==> config.mk <==
export PLATFORM = sky130hd
export DESIGN_NAME = nbd_ctrl
export DESIGN_NICKNAME = d
export VERILOG_FILES = /design/src/rtl/core/nbd_pkg.sv /design/src/rtl/core/nbd_ctrl.sv
export SDC_FILE = /design/constraint.sdc
export NUM_CORES = 1
export LEC_CHECK = 0
export ABC_AREA = 1
export BUFFER_PORTS_ARGS = -buffer_cell sky130_fd_sc_hd__buf_4
export CAP_MARGIN = 30
export CORE_UTILIZATION = 40
export CTS_BUF_LIST = sky130_fd_sc_hd__clkbuf_8
export DETAILED_ROUTE_END_ITERATION = 10
export PLACE_DENSITY = 0.58
export SYNTH_ARGS = -nofsm -noshare
export SYNTH_HDL_FRONTEND = slang
export SYNTH_SLANG_ARGS = --single-unit
export TNS_END_PERCENT = 30
==> constraint.sdc <==
create_clock -name clk -period 3.4 [get_ports clk]
set_input_delay 0.34 -clock clk [delete_from_list [all_inputs] [get_ports clk]]
set_output_delay 0.34 -clock clk [all_outputs]
set_load 0.01 [all_outputs]
==> src/rtl/core/nbd_pkg.sv <==
// Shared types and constants of the block device protocol engine.
package nbd_pkg;

    localparam logic [1:0] FUNC_OPEN = 2'd0;
    localparam logic [1:0] FUNC_RX   = 2'd1;
    localparam logic [1:0] FUNC_TX   = 2'd2;

    localparam logic [2:0] PH_CLOSED  = 3'd0;
    localparam logic [2:0] PH_FLAGS   = 3'd1;
    localparam logic [2:0] PH_OPTHDR  = 3'd2;
    localparam logic [2:0] PH_OPTSKIP = 3'd3;
    localparam logic [2:0] PH_TRANS   = 3'd4;
    localparam logic [2:0] PH_WDATA   = 3'd5;

    localparam logic [2:0] RK_NONE   = 3'd0;
    localparam logic [2:0] RK_GREET  = 3'd1;
    localparam logic [2:0] RK_OPTION = 3'd2;
    localparam logic [2:0] RK_READ   = 3'd3;
    localparam logic [2:0] RK_WRITE  = 3'd4;

    localparam logic [15:0] CMD_READ       = 16'd0;
    localparam logic [15:0] CMD_WRITE      = 16'd1;
    localparam logic [15:0] CMD_DISCONNECT = 16'd2;

    localparam logic [7:0] GREET_LEN     = 8'd18;
    localparam logic [7:0] OPT_REPLY_LEN = 8'd134;
    localparam logic [7:0] HDR_LEN       = 8'd16;

    localparam logic [4:0] FLAGS_LAST  = 5'd3;
    localparam logic [4:0] OPTHDR_LAST = 5'd15;
    localparam logic [4:0] OPT_SIZE_AT = 5'd12;
    localparam logic [4:0] TYPE_AT     = 5'd6;
    localparam logic [4:0] HANDLE_AT   = 5'd8;
    localparam logic [4:0] OFFSET_AT   = 5'd16;
    localparam logic [4:0] LENGTH_AT   = 5'd24;
    localparam logic [4:0] REQ_LAST    = 5'd27;

    localparam logic [31:0] REPLY_MAGIC = 32'h67446698;

    localparam logic [7:0] GREET_TAB [16] = '{
        8'h4e, 8'h42, 8'h44, 8'h4d, 8'h41, 8'h47, 8'h49, 8'h43,
        8'h49, 8'h48, 8'h41, 8'h56, 8'h45, 8'h4f, 8'h50, 8'h54
    };

    typedef struct packed {
        logic       tx_valid;
        logic [7:0] tx_byte;
        logic       tx_last;
        logic       rx_accepted;
        logic       close_conn;
        logic       sel_disk;
    } res_t;

endpackage

==> src/rtl/core/nbd_ctrl.sv <==
// Protocol sequencer: request parsing, reply generation and disk access control.
module nbd_ctrl #(
    parameter int DISK_ADDR_BITS = 20
) (
    input  logic                      clk,
    input  logic                      rst_n,
    input  logic                      accept,
    input  logic [1:0]                func,
    input  logic [7:0]                rx_byte,
    input  logic [20:0]               disk_size,
    output logic                      mem_we,
    output logic                      mem_re,
    output logic [DISK_ADDR_BITS-1:0] mem_addr,
    output logic [7:0]                mem_wdata,
    output nbd_pkg::res_t             res
);
    import nbd_pkg::*;

    localparam logic [DISK_ADDR_BITS-1:0] PTR_ONE = {{(DISK_ADDR_BITS-1){1'b0}}, 1'b1};

    logic [2:0]                phase_reg,  phase_next;
    logic [4:0]                hcnt_reg,   hcnt_next;
    logic [15:0]               rtype_reg,  rtype_next;
    logic [63:0]               handle_reg, handle_next;
    logic [DISK_ADDR_BITS-1:0] ptr_reg,    ptr_next;
    logic [31:0]               len_reg,    len_next;
    logic [31:0]               cnt_reg,    cnt_next;
    logic [2:0]                kind_reg,   kind_next;
    logic [32:0]               idx_reg,    idx_next;

    logic [31:0] shifted_cnt;
    logic [31:0] shifted_len;
    logic [32:0] total;
    logic [32:0] idx_inc;
    logic [3:0]  lo;
    logic        idx_hdr;
    logic [63:0] ds64;
    logic [7:0]  tx_b;

    always_comb
    begin
        shifted_cnt = {cnt_reg[23:0], rx_byte};
        shifted_len = {len_reg[23:0], rx_byte};
        idx_inc     = idx_reg + 33'd1;
        lo          = idx_reg[3:0];
        idx_hdr     = (idx_reg[32:4] == 29'd0);
        ds64        = {43'd0, disk_size};
        case (kind_reg)
            RK_GREET:  total = 33'(GREET_LEN);
            RK_OPTION: total = 33'(OPT_REPLY_LEN);
            RK_READ:   total = 33'(HDR_LEN) + {1'b0, len_reg};
            RK_WRITE:  total = 33'(HDR_LEN);
            default:   total = 33'd0;
        endcase
        tx_b = 8'd0;
        case (kind_reg)
            RK_GREET:
            begin
                if (idx_hdr)
                begin
                    tx_b = GREET_TAB[lo];
                end
            end
            RK_OPTION:
            begin
                if (idx_hdr && !lo[3])
                begin
                    tx_b = ds64[{~lo[2:0], 3'b000} +: 8];
                end
            end
            default:
            begin
                if (lo[3])
                begin
                    tx_b = handle_reg[{~lo[2:0], 3'b000} +: 8];
                end
                else if (!lo[2])
                begin
                    tx_b = REPLY_MAGIC[{~lo[1:0], 3'b000} +: 8];
                end
            end
        endcase
    end

    always_comb
    begin
        phase_next  = phase_reg;
        hcnt_next   = hcnt_reg;
        rtype_next  = rtype_reg;
        handle_next = handle_reg;
        ptr_next    = ptr_reg;
        len_next    = len_reg;
        cnt_next    = cnt_reg;
        kind_next   = kind_reg;
        idx_next    = idx_reg;
        res         = '0;
        mem_we      = 1'b0;
        mem_re      = 1'b0;
        mem_addr    = ptr_reg;
        mem_wdata   = rx_byte;
        if (accept)
        begin
            case (func)
                FUNC_OPEN:
                begin
                    phase_next  = PH_FLAGS;
                    hcnt_next   = 5'd0;
                    rtype_next  = 16'd0;
                    handle_next = 64'd0;
                    ptr_next    = '0;
                    len_next    = 32'd0;
                    cnt_next    = 32'd0;
                    kind_next   = RK_GREET;
                    idx_next    = 33'd0;
                end
                FUNC_RX:
                begin
                    if (phase_reg != PH_CLOSED && kind_reg == RK_NONE)
                    begin
                        res.rx_accepted = 1'b1;
                        case (phase_reg)
                            PH_FLAGS:
                            begin
                                hcnt_next = hcnt_reg + 5'd1;
                                if (hcnt_reg == FLAGS_LAST)
                                begin
                                    hcnt_next  = 5'd0;
                                    cnt_next   = 32'd0;
                                    phase_next = PH_OPTHDR;
                                end
                            end
                            PH_OPTHDR:
                            begin
                                if (hcnt_reg >= OPT_SIZE_AT)
                                begin
                                    cnt_next = shifted_cnt;
                                end
                                hcnt_next = hcnt_reg + 5'd1;
                                if (hcnt_reg == OPTHDR_LAST)
                                begin
                                    hcnt_next = 5'd0;
                                    if (shifted_cnt == 32'd0)
                                    begin
                                        kind_next  = RK_OPTION;
                                        idx_next   = 33'd0;
                                        phase_next = PH_TRANS;
                                    end
                                    else
                                    begin
                                        phase_next = PH_OPTSKIP;
                                    end
                                end
                            end
                            PH_OPTSKIP:
                            begin
                                cnt_next = cnt_reg - 32'd1;
                                if (cnt_reg == 32'd1)
                                begin
                                    kind_next  = RK_OPTION;
                                    idx_next   = 33'd0;
                                    phase_next = PH_TRANS;
                                end
                            end
                            PH_TRANS:
                            begin
                                if (hcnt_reg >= TYPE_AT && hcnt_reg < HANDLE_AT)
                                begin
                                    rtype_next = {rtype_reg[7:0], rx_byte};
                                end
                                else if (hcnt_reg >= HANDLE_AT && hcnt_reg < OFFSET_AT)
                                begin
                                    handle_next = {handle_reg[55:0], rx_byte};
                                end
                                else if (hcnt_reg >= OFFSET_AT && hcnt_reg < LENGTH_AT)
                                begin
                                    ptr_next = {ptr_reg[DISK_ADDR_BITS-9:0], rx_byte};
                                end
                                else if (hcnt_reg >= LENGTH_AT)
                                begin
                                    len_next = shifted_len;
                                end
                                hcnt_next = hcnt_reg + 5'd1;
                                if (hcnt_reg == REQ_LAST)
                                begin
                                    hcnt_next = 5'd0;
                                    if (rtype_reg == CMD_READ)
                                    begin
                                        kind_next = RK_READ;
                                        idx_next  = 33'd0;
                                    end
                                    else if (rtype_reg == CMD_WRITE)
                                    begin
                                        if (shifted_len == 32'd0)
                                        begin
                                            kind_next = RK_WRITE;
                                            idx_next  = 33'd0;
                                        end
                                        else
                                        begin
                                            cnt_next   = shifted_len;
                                            idx_next   = 33'd0;
                                            phase_next = PH_WDATA;
                                        end
                                    end
                                    else if (rtype_reg == CMD_DISCONNECT)
                                    begin
                                        phase_next     = PH_CLOSED;
                                        rtype_next     = 16'd0;
                                        handle_next    = 64'd0;
                                        ptr_next       = '0;
                                        len_next       = 32'd0;
                                        cnt_next       = 32'd0;
                                        kind_next      = RK_NONE;
                                        idx_next       = 33'd0;
                                        res.close_conn = 1'b1;
                                    end
                                end
                            end
                            PH_WDATA:
                            begin
                                mem_we   = 1'b1;
                                ptr_next = ptr_reg + PTR_ONE;
                                cnt_next = cnt_reg - 32'd1;
                                if (cnt_reg == 32'd1)
                                begin
                                    kind_next  = RK_WRITE;
                                    idx_next   = 33'd0;
                                    phase_next = PH_TRANS;
                                end
                            end
                            default:
                            begin
                                phase_next = phase_reg;
                            end
                        endcase
                    end
                end
                FUNC_TX:
                begin
                    if (kind_reg != RK_NONE)
                    begin
                        res.tx_valid = 1'b1;
                        res.tx_byte  = tx_b;
                        if (kind_reg == RK_READ && !idx_hdr)
                        begin
                            mem_re       = 1'b1;
                            res.sel_disk = 1'b1;
                            ptr_next     = ptr_reg + PTR_ONE;
                        end
                        idx_next = idx_inc;
                        if (idx_inc >= total)
                        begin
                            res.tx_last = 1'b1;
                            kind_next   = RK_NONE;
                            idx_next    = 33'd0;
                        end
                    end
                end
                default:
                begin
                    res = '0;
                end
            endcase
        end
    end

    always_ff @(posedge clk or negedge rst_n)
    begin
        if (!rst_n)
        begin
            phase_reg  <= PH_CLOSED;
            hcnt_reg   <= 5'd0;
            rtype_reg  <= 16'd0;
            handle_reg <= 64'd0;
            ptr_reg    <= '0;
            len_reg    <= 32'd0;
            cnt_reg    <= 32'd0;
            kind_reg   <= RK_NONE;
            idx_reg    <= 33'd0;
        end
        else
        begin
            phase_reg  <= phase_next;
            hcnt_reg   <= hcnt_next;
            rtype_reg  <= rtype_next;
            handle_reg <= handle_next;
            ptr_reg    <= ptr_next;
            len_reg    <= len_next;
            cnt_reg    <= cnt_next;
            kind_reg   <= kind_next;
            idx_reg    <= idx_next;
        end
    end
endmodule

==> reports/qor.yml, run 1 <==
status:
  outcome: "complete, but fails checks"
  violations: "setup timing"
detailed_routing:
  vias: 15681
  dr.pass1.iters: 5
  viasPerCell: 5.35
  drt-total-wl_um: 49600
  drt_iter0_drc: 1286
  postRouteAntennaNets: 0
  wl_per_cell_um: 16.9
  drc: 0
floorplan:
  die_width_um: 197
  start_util: 0.406
  io_pins: 77
  die_height_um: 197
  num_rows: 71
  dieArea_um2: 38900
  core_um2: 37600
final_layout:
  largest_reg_flops: 64
  fin_area_um2: 17600
  antenna_cells: 0
  area_delta_synth_final_pct: 15.1
  final_layout_size_suffix_gt1_frac: 0.120
  final_util: 0.467
  fin_nets: 2481
power_and_ir_drop:
  report.power.total_w: 0.0105
  powerDensity_nw_per_um2: 597
  p_leak_nw: 8.60
  peakVddDrop_mv: 0.366
logic_synthesis:
  synth_cell_types: 52
  ys_ff_latch: 208
  synthCells: 2301
  synth_top_area_cell: "dfrtp_1"
  synth_edf_count: 0
  synth_area_per_cell_um2: 6.63
  ys_seq_area_frac: 0.341
  synthTopCellsByArea: "dfrtp_1, nand2_1, nor2_1, o21ai_0, nand3_1"
  synthArstFlopShare: 1.00
  yosys_warnings: 0
  synthesis.nets: 2389
  syn_area_um2: 15300
  netlist.area_leader.share: 0.341
  synthFlopType: "dfrtp_1"
clocking:
  clockRootBuffer: "clkbuf_8"
  htreeDepth: 2
  cts-buffers-inserted: 41
  cts_tree: "done"
  clock_path_buffers: 3
  path_clk_slew_ps: 60
  clk_latency_ps: 630
  cts_sinks: 208
critical_path:
  worstSetupPathType: "reg2out"
  worst_r2r_startpoint: "len_reg[4]"
  crit_path_start: "len_reg[4]"
  r2r_slack_ps: 70
  cp.arrival_ps: 3420
  startpoint_type: "register"
  end_kind: "output pin"
  critPathMaxFanout: 3
  crit_required_ps: 3060
flow_run:
  maxCapViolCount: 0
timing:
  slew_violations: 0
  rsz0062_at_grt: "true"
  max_freq_mhz: 266
  layout_setup_ws_ps: -363
  tightest_slew_ps: 776
  hold_violations: 0
  fin_crit_sh: 1.11
  skew_ps: 53.1
  setup-violations-final: 1
  finalCriticalPeriod_ps: 3760
  whs_ps: 142
  maxSlewHeadroom: 0.481
global_routing:
  gr-total-overflow: 0
  first_global_vias: 14710
  grtUsageTotal: 0.258
  antenna_found_initial: 1
  grt_first_pass_wirelength_um: 80000
  grt_max_degree: 85
placement:
  hpwl_um: 35500
  dpl-instance-area_um2: 16500
  io_buffer_count: 76
  routabilityCongestion: 0.925
worst_hold_path:
  hp-class: "in2reg"
  min_from: "rx_byte[3]"
-- routing by layer --
| metal | routed length [um] | part of all wire | track usage | vias to the layer above |
|---|---|---|---|---|
| met2 | 21800 | 0.44 | 0.395 | 481 |
| li1 | - | - | - | 7766 |
| met3 | 3150 | 0.063 | 0.0454 | 84 |
| met4 | 1200 | 0.024 | 0.0790 | 2 |
| met1 | 23400 | 0.47 | 0.368 | 7348 |
| met5 | 13 | 0.00026 | 0 | - |
-- synth_stat cells (3+ instances only) --
cell and number:
buf_1 4, o21bai_1 4, nor3_1 49, o211ai_1 11, nand2_1 561, clkbuf_1 40, or2_2 7, a21oi_1 105
xor2_1 33, nand2_2 4, nand4_1 53, a22oi_1 16, nor2_4 3, ha_1 54, a211oi_1 5, o31ai_1 3
o21ai_1 16, o21ai_0 226, o22ai_1 33, nor2_2 17, dfrtp_1 208, a31oi_1 3, inv_2 10, o221ai_1 8
buf_4 15, xnor2_1 6, clkinv_1 4, nand3_1 174, buf_6 7, nor2_1 328, buf_2 35, inv_1 227
nor4_1 9
-- cells in the final DEF (no fill, tap or decap), types with 5 or more instances in the layout --
cell,n
a211oi_1,5
a21oi_1,104
a22oi_1,16
buf_4,145
clkbuf_8,53
clkinv_2,6
dfrtp_1,206
ha_1,52
inv_1,234
inv_2,10
nand2_1,555
nand2_2,10
nand3_1,170
nand4_1,53
nor2_1,318
nor2_2,24
nor2_4,6
nor3_1,48
nor4_1,8
o211ai_1,11
o21ai_0,224
o21ai_1,18
o221ai_1,8
o22ai_1,33
or2_2,7
xnor2_1,6
xor2_1,33
-- final cells by class --
class | instances | area, um^2
Multi-Input combinational cell | 1749 | 8730
Sequential cell | 208 | 5210
Timing Repair Buffer | 151 | 1200
Tap cell | 511 | 639
Clock inverter | 19 | 141
Inverter | 242 | 915
Fill cell | 3931 | 20000
Clock buffer | 53 | 729
-- critical path, cell delays in order, from the launching register on --
cell and delay (ps):
dfrtp_1 380, ha_2 190, nand4_1 140, nor2_2 160, nand2_2 100, buf_4 150
nor4_2 200, or2_2 160, nand3_1 100, ha_1 330, nand2_1 60, nor2_2 140
nand2_2 80, nor2_2 120, nand2_1 80, nand3_2 80, nor2_2 50, a21oi_2 160
buf_4 140
-- power breakdown --
group | total [W] | leakage (nW) | internal (W) | switching, W
Sequential | 0.00337 | 2.85 | 0.00293 | 0.000442
Clock | 0.00272 | 0.482 | 0.00149 | 0.00123
Combinational | 0.00439 | 5.27 | 0.00144 | 0.00295
-- kinds of logic (layout without fill, tap and decap cells) --
kind of cell | count (synthesis) | in the layout | synth area share
compound gates | 439 | 439 | 0.158
xor+xnor | 39 | 39 | 0.0224
fa+ha+maj | 54 | 54 | 0.0443
buf+inv | 344 | 465 | 0.0948
flops | 208 | 208 | 0.341
mux | 1 | 1 | 0.000656
simple gates | 1216 | 1216 | 0.339
-- repair_timing --
action,in CTS,in global routing
hold buffers,1,0
pin swaps,14,12
buffers inserted,7,4
hold endpoints to repair,81,0
gates cloned,0,0
resized for setup,8,24
endpoints found under the setup margin,10,37
-- metrics by stage --
step           cells  setup TNS (ps)  worst slack, ps
6_report        2933            -363             -363
5_1_grt         2933           -2100             -615
4_1_cts         2929            -401             -401
3_5_place_dp    2849           -46.3            -15.0
3_3_place_gp    2848               0              109
2_1_floorplan   2301               0              265
-- worst paths after layout --
path                                  endpoint  cells after the start
worst max-delay path                    res[3]                     18
worst min-delay path             handle_reg[3]                      3
worst max register to register     idx_reg[23]                     21
worst min register to register      cnt_reg[1]                      2
max in group asynchronous          len_reg[14]                      3
min in group asynchronous       handle_reg[33]                      2
No activity file was read; power rests on OpenSTA's default activity.
==> run 2: changes to the inputs <==
==> constraint.sdc (replaced) <==
create_clock -name clk -period 3.4 [get_ports clk]
set_input_delay 0.34 -clock clk [delete_from_list [all_inputs] [get_ports clk]]
set_output_delay 0.34 -clock clk [all_outputs]
set_load 0.1 [all_outputs]
==> run 2 against run 1 <==
Net effect:
- sequential power is essentially flat
- utilization up 1.3 points
- critical path depth up 1
- clock power rose by 2%
- worst setup slack lost 100 ps
- critical endpoint unchanged
- via count rose by 0.82%
- count of clock-buffer cells in the layout stayed put
- largest cell class unchanged
- worst hold slack improved by 18 ps
- sequential share of layout area decreased by 0.79 points
- the flow still finishes with violations (setup timing)
- routed wire length up 1.4%
==> reports/qor.yml, run 2 (synthesized netlist as in run 1, its figures left out) <==
status:
  outcome: "complete, but fails checks"
  violations: "setup timing"
timing:
  skew_ps: 36.3
  maxSlewHeadroom: 0.469
  max_freq_mhz: 259
  fin_crit_sh: 1.14
  whs_ps: 160
  layout_setup_ws_ps: -468
  setup-violations-final: 1
  rsz0062_at_grt: "true"
  tightest_slew_ps: 794
  slew_violations: 0
  hold_violations: 0
  fin_setup_tns_ps: -468
  finalCriticalPeriod_ps: 3870
clocking:
  clockRootBuffer: "clkbuf_8"
  cts_tree: "done"
  path_clk_slew_ps: 60
  clk_latency_ps: 610
  htreeDepth: 2
  cts-buffers-inserted: 41
  clock_path_buffers: 3
  cts_sinks: 208
critical_path:
  critPathMaxFanout: 4
  cp_slowest_cell: "dfrtp_1"
  worst_r2r_path_depth: 23
  cp.arrival_ps: 3530
  cpPeakStageDelay_ps: 370
  end_kind: "output pin"
  cpMostUsedCell: "nand2_2"
  startpoint_type: "register"
  worstPathCellList: "ha_2 > nand4_1 > nor2_2 > nand2_2 > nor2_4 > nand4_1 > nor2_4 > nand2_2 > nand2_2 > nand3_2 > ha_4 > nand2_2 > nor2_2 > nand2_2 > buf_4 > a21oi_4 > nor2_4 > a21oi_4 > buf_12"
  crit_required_ps: 3060
  worstSetupPathType: "reg2out"
final_layout:
  area_delta_synth_final_pct: 18.2
  n_fill_cell: 3890
  ff_latch_area_um2: 5210
  multi_input_area_um2: 8950
  final_layout_size_suffix_gt1_frac: 0.141
  antenna_cells: 0
  layout_commonest_cell: "nand2_1"
  mostFrequentLayoutCells: "nand2_1, nor2_1, inv_1"
  fin_area_um2: 18000
  fin_nets: 2502
  largest_reg_flops: 64
detailed_routing:
  drc: 0
  drt-total-wl_um: 50300
  postRouteAntennaNets: 0
  viasPerCell: 5.35
  drt_iter0_drc: 1235
  wl_per_cell_um: 17.0
  vias: 15809
  dr.pass1.iters: 5
placement:
  dpl-instance-area_um2: 16700
  io_buffer_count: 76
  routabilityCongestion: 0.948
  hpwl_um: 36100
worst_hold_path:
  min_path_cells: 3
  hp-class: "in2reg"
power_and_ir_drop:
  peakVddDrop_mv: 0.360
  powerDensity_nw_per_um2: 614
  p_leak_nw: 8.80
  report.power.total_w: 0.0111
global_routing:
  antenna_found_initial: 0
  gr-total-overflow: 0
  grt_max_degree: 73
  first_global_vias: 15011
  grt_first_pass_wirelength_um: 81100
  grtUsageTotal: 0.262
floorplan:
  core_um2: 37600
  die_width_um: 197
  num_rows: 71
  start_util: 0.406
  io_pins: 77
  die_height_um: 197
  dieArea_um2: 38900
flow_run:
  maxCapViolCount: 0
-- run 2: layout make-up --
cell class,count,area share
timing repair buffer,172,0.0802
multi-input combinational,1749,0.496
clock buffer,53,0.0404
sequential,208,0.289
clock inverter,18,0.00867
tap,511,0.0354
inverter,242,0.0507
-- run 2: where the power goes --
group	leakage [nW]	internal, W	total [W]	switching [W]
sequential	2.85	0.00293	0.00337	0.000439
clock	0.495	0.00156	0.00278	0.00121
combinational	5.46	0.00157	0.00493	0.00336
total	8.80	0.00606	0.0111	0.00502
-- run 2: worst max-delay path, delay by kind of cell (launching register included) --
family	cells	cell delay, ps
and+or+nand+nor	13	1420
AOI/OAI and AO/OA	2	300
adders and majority gates	2	480
DFF	1	370
buffers and inverters	2	340
-- run 2: worst paths after layout --
kind | start | to | slack, ps
worst max-delay path | len_reg[4] | res[3] | -470
worst min-delay path | rx_byte[1] | handle_reg[1] | 160
worst max register to register | len_reg[4] | kind_reg[0] | 20
worst min register to register | cnt_reg[1] | cnt_reg[1] | 530
max in group asynchronous | rst_n | len_reg[14] | 2240
min in group asynchronous | rst_n | handle_reg[41] | 280
-- run 2: through the flow --
stage / instances / worst slack [ps] / utilization
after floorplan: 2301 / -232 / -
after global placement: 2864 / 77.2 / 0.444
after detailed placement: 2865 / -98.4 / 0.445
after CTS: 2940 / -458 / 0.470
after global routing: 2953 / -628 / 0.480
final: 2953 / -468 / 0.480
-- run 2: repair_timing --
item,CTS,global route
endpoints found under the setup margin,16,38
endpoints found under the hold margin,68,0
pin swaps,7,21
buffers inserted,3,11
cloned,0,2
hold buffers,1,0
gates resized for setup,12,57
-- run 2: per-layer routing --
layer  GRT usage  up-vias  routed length [um]
li1            -     7823                   -
met1       0.379     7432               23800
met2       0.406      475               22300
met3      0.0312       79                2900
met4      0.0787        0                1290
met5           0        -                   0
==> run 3: changes to the inputs <==
--- a/config.mk
+++ b/config.mk
@@ -12,6 +12,7 @@
 export CTS_BUF_LIST = sky130_fd_sc_hd__clkbuf_8
 export DETAILED_ROUTE_END_ITERATION = 10
 export PLACE_DENSITY = 0.58
+export SKIP_LAST_GASP = 1
 export SYNTH_ARGS = -nofsm -noshare
 export SYNTH_HDL_FRONTEND = slang
 export SYNTH_SLANG_ARGS = --single-unit
==> constraint.sdc (replaced) <==
create_clock -name clk -period 3.4 [get_ports clk]
set_input_delay 0.34 -clock clk [delete_from_list [all_inputs] [get_ports clk]]
set_output_delay 0.34 -clock clk [all_outputs]
set_load 0.005 [all_outputs]
==> run 3 against run 2 <==
Net effect:
- the run still ends with setup timing left
- clock skew fell by 11 ps
- worst setup slack improved by 140 ps
- via count fell by 0.89%
- die area did not move
- routed wire length fell by 1.7%
- worst hold slack got worse by 12 ps
- non-clock buffer count fell by 26
- clock power fell by 4%
- first-iteration DRC count rose by 10%
==> reports/qor.yml, run 3 (synthesized netlist as in run 1, its figures left out) <==
final_layout:
  fin_area_um2: 17500
  area_delta_synth_final_pct: 14.3
  layout_commonest_cell: "nand2_1"
  mostFrequentLayoutCells: "nand2_1, nor2_1, inv_1"
  final_util: 0.464
  n_fill_cell: 3972
  largest_reg_flops: 64
  antenna_cells: 0
  final_layout_size_suffix_gt1_frac: 0.112
  fin_nets: 2477
global_routing:
  first_global_vias: 14886
  gr-total-overflow: 0
  antenna_found_initial: 1
  grt_first_pass_wirelength_um: 80100
  grt_max_degree: 71
  grtUsageTotal: 0.259
timing:
  fin_crit_sh: 1.10
  tightest_slew_ps: 774
  hold_violations: 0
  max_freq_mhz: 269
  layout_setup_ws_ps: -324
  whs_ps: 147
  finalCriticalPeriod_ps: 3720
  rsz0062_at_grt: "true"
  slew_violations: 0
  setup-violations-final: 1
  maxSlewHeadroom: 0.480
  skew_ps: 24.9
detailed_routing:
  drt-total-wl_um: 49500
  vias: 15668
  drt_iter0_drc: 1360
  wl_per_cell_um: 16.9
  viasPerCell: 5.35
  dr.pass1.iters: 5
  postRouteAntennaNets: 0
  drc: 0
power_and_ir_drop:
  report.power.total_w: 0.0104
  powerDensity_nw_per_um2: 596
  peakVddDrop_mv: 0.329
  p_leak_nw: 8.56
placement:
  io_buffer_count: 76
  post-place-ws_ps: -20.2
  hpwl_um: 35800
  routabilityCongestion: 0.931
  dpl-instance-area_um2: 16500
critical_path:
  startpoint_type: "register"
  end_kind: "output pin"
  cp.arrival_ps: 3380
  critPathMaxFanout: 3
  crit_required_ps: 3060
  worstSetupPathType: "reg2out"
clocking:
  htreeDepth: 2
  path_clk_slew_ps: 60
  cts-buffers-inserted: 42
  clockRootBuffer: "clkbuf_8"
  clock_path_buffers: 3
  clk_latency_ps: 620
  cts_tree: "done"
  cts_sinks: 208
floorplan:
  die_width_um: 197
  io_pins: 77
  core_um2: 37600
  start_util: 0.406
  die_height_um: 197
  dieArea_um2: 38900
  num_rows: 71
worst_hold_path:
  hp-class: "in2reg"
flow_run:
  maxCapViolCount: 0
status:
  outcome: "complete, but fails checks"
  violations: "setup timing"
[run 3: changes by cell type in the layout (fill, tap and decap cells not counted), sizes merged]
| cell | previous run | this run |
|---|---|---|
| buf | 169 | 145 |
| bufinv | 2 | 0 |
| clkbuf | 55 | 56 |
| clkinv | 8 | 6 |
[run 3: cell type report]
class	count	area, um^2	area share
Tap cell	511	639	0.0366
Inverter	242	915	0.0524
Multi-Input combinational cell	1749	8660	0.496
Sequential cell	208	5210	0.298
Clock buffer	56	771	0.0442
Timing Repair Buffer	146	1190	0.0681
Clock inverter	14	76.3	0.00437
[run 3: final timing paths]
kind                             from             end  slack [ps]  cells after the start
max                        len_reg[5]          res[3]        -320                     19
min                        rx_byte[3]    rtype_reg[3]         150                      3
max reg2reg                len_reg[5]     idx_reg[23]          90                     22
min reg2reg                cnt_reg[4]      cnt_reg[4]         520                      2
max in group asynchronous       rst_n     len_reg[14]        2280                      3
min in group asynchronous       rst_n  handle_reg[49]         270                      2
[run 3: repair_timing]
| action | in CTS | in global routing |
|---|---|---|
| setup buffers | 9 | 0 |
| pin swaps | 12 | 4 |
| hold buffers | 1 | 0 |
| resized for setup | 7 | 9 |
| endpoints found under the hold margin | 68 | 0 |
| endpoints found under the setup margin | 11 | 37 |
[run 3: layer usage]
| layer | vias up | wire length [um] | global-route usage |
|---|---|---|---|
| li1 | 7754 | - | - |
| met5 | - | 13 | 0 |
| met3 | 97 | 2840 | 0.0449 |
| met1 | 7361 | 23500 | 0.363 |
| met4 | 2 | 1550 | 0.0950 |
| met2 | 454 | 21600 | 0.399 |
[run 3: report_power, final]
part | switching [W] | leakage (nW) | total (W) | internal [W]
clock | 0.00119 | 0.476 | 0.00266 | 0.00146
sequential | 0.000437 | 2.85 | 0.00337 | 0.00293
combinational | 0.00294 | 5.24 | 0.00437 | 0.00144
[run 3: critical path: stages (launching register included)]
cell and delay [ps]:
dfrtp_1 380, ha_2 190, nand4_1 140, nor2_2 160, nand2_2 100, nor2_2 120, nand4_1 160, nor2_2 190
nand2_1 90, o211ai_1 220, ha_1 270, nand2_1 80, nor2_1 50, nand2_1 90, nor2_2 50, nand2_1 60
nand3_1 80, nor2_2 130, a21oi_2 70, buf_4 150
[run 3: through the flow]
step           TNS, ps  std cells
3_5_place_dp     -74.9       2846
2_1_floorplan        0       2301
3_3_place_gp         0       2845
6_report          -324       2926
4_1_cts           -389       2926
5_1_grt          -2290       2926
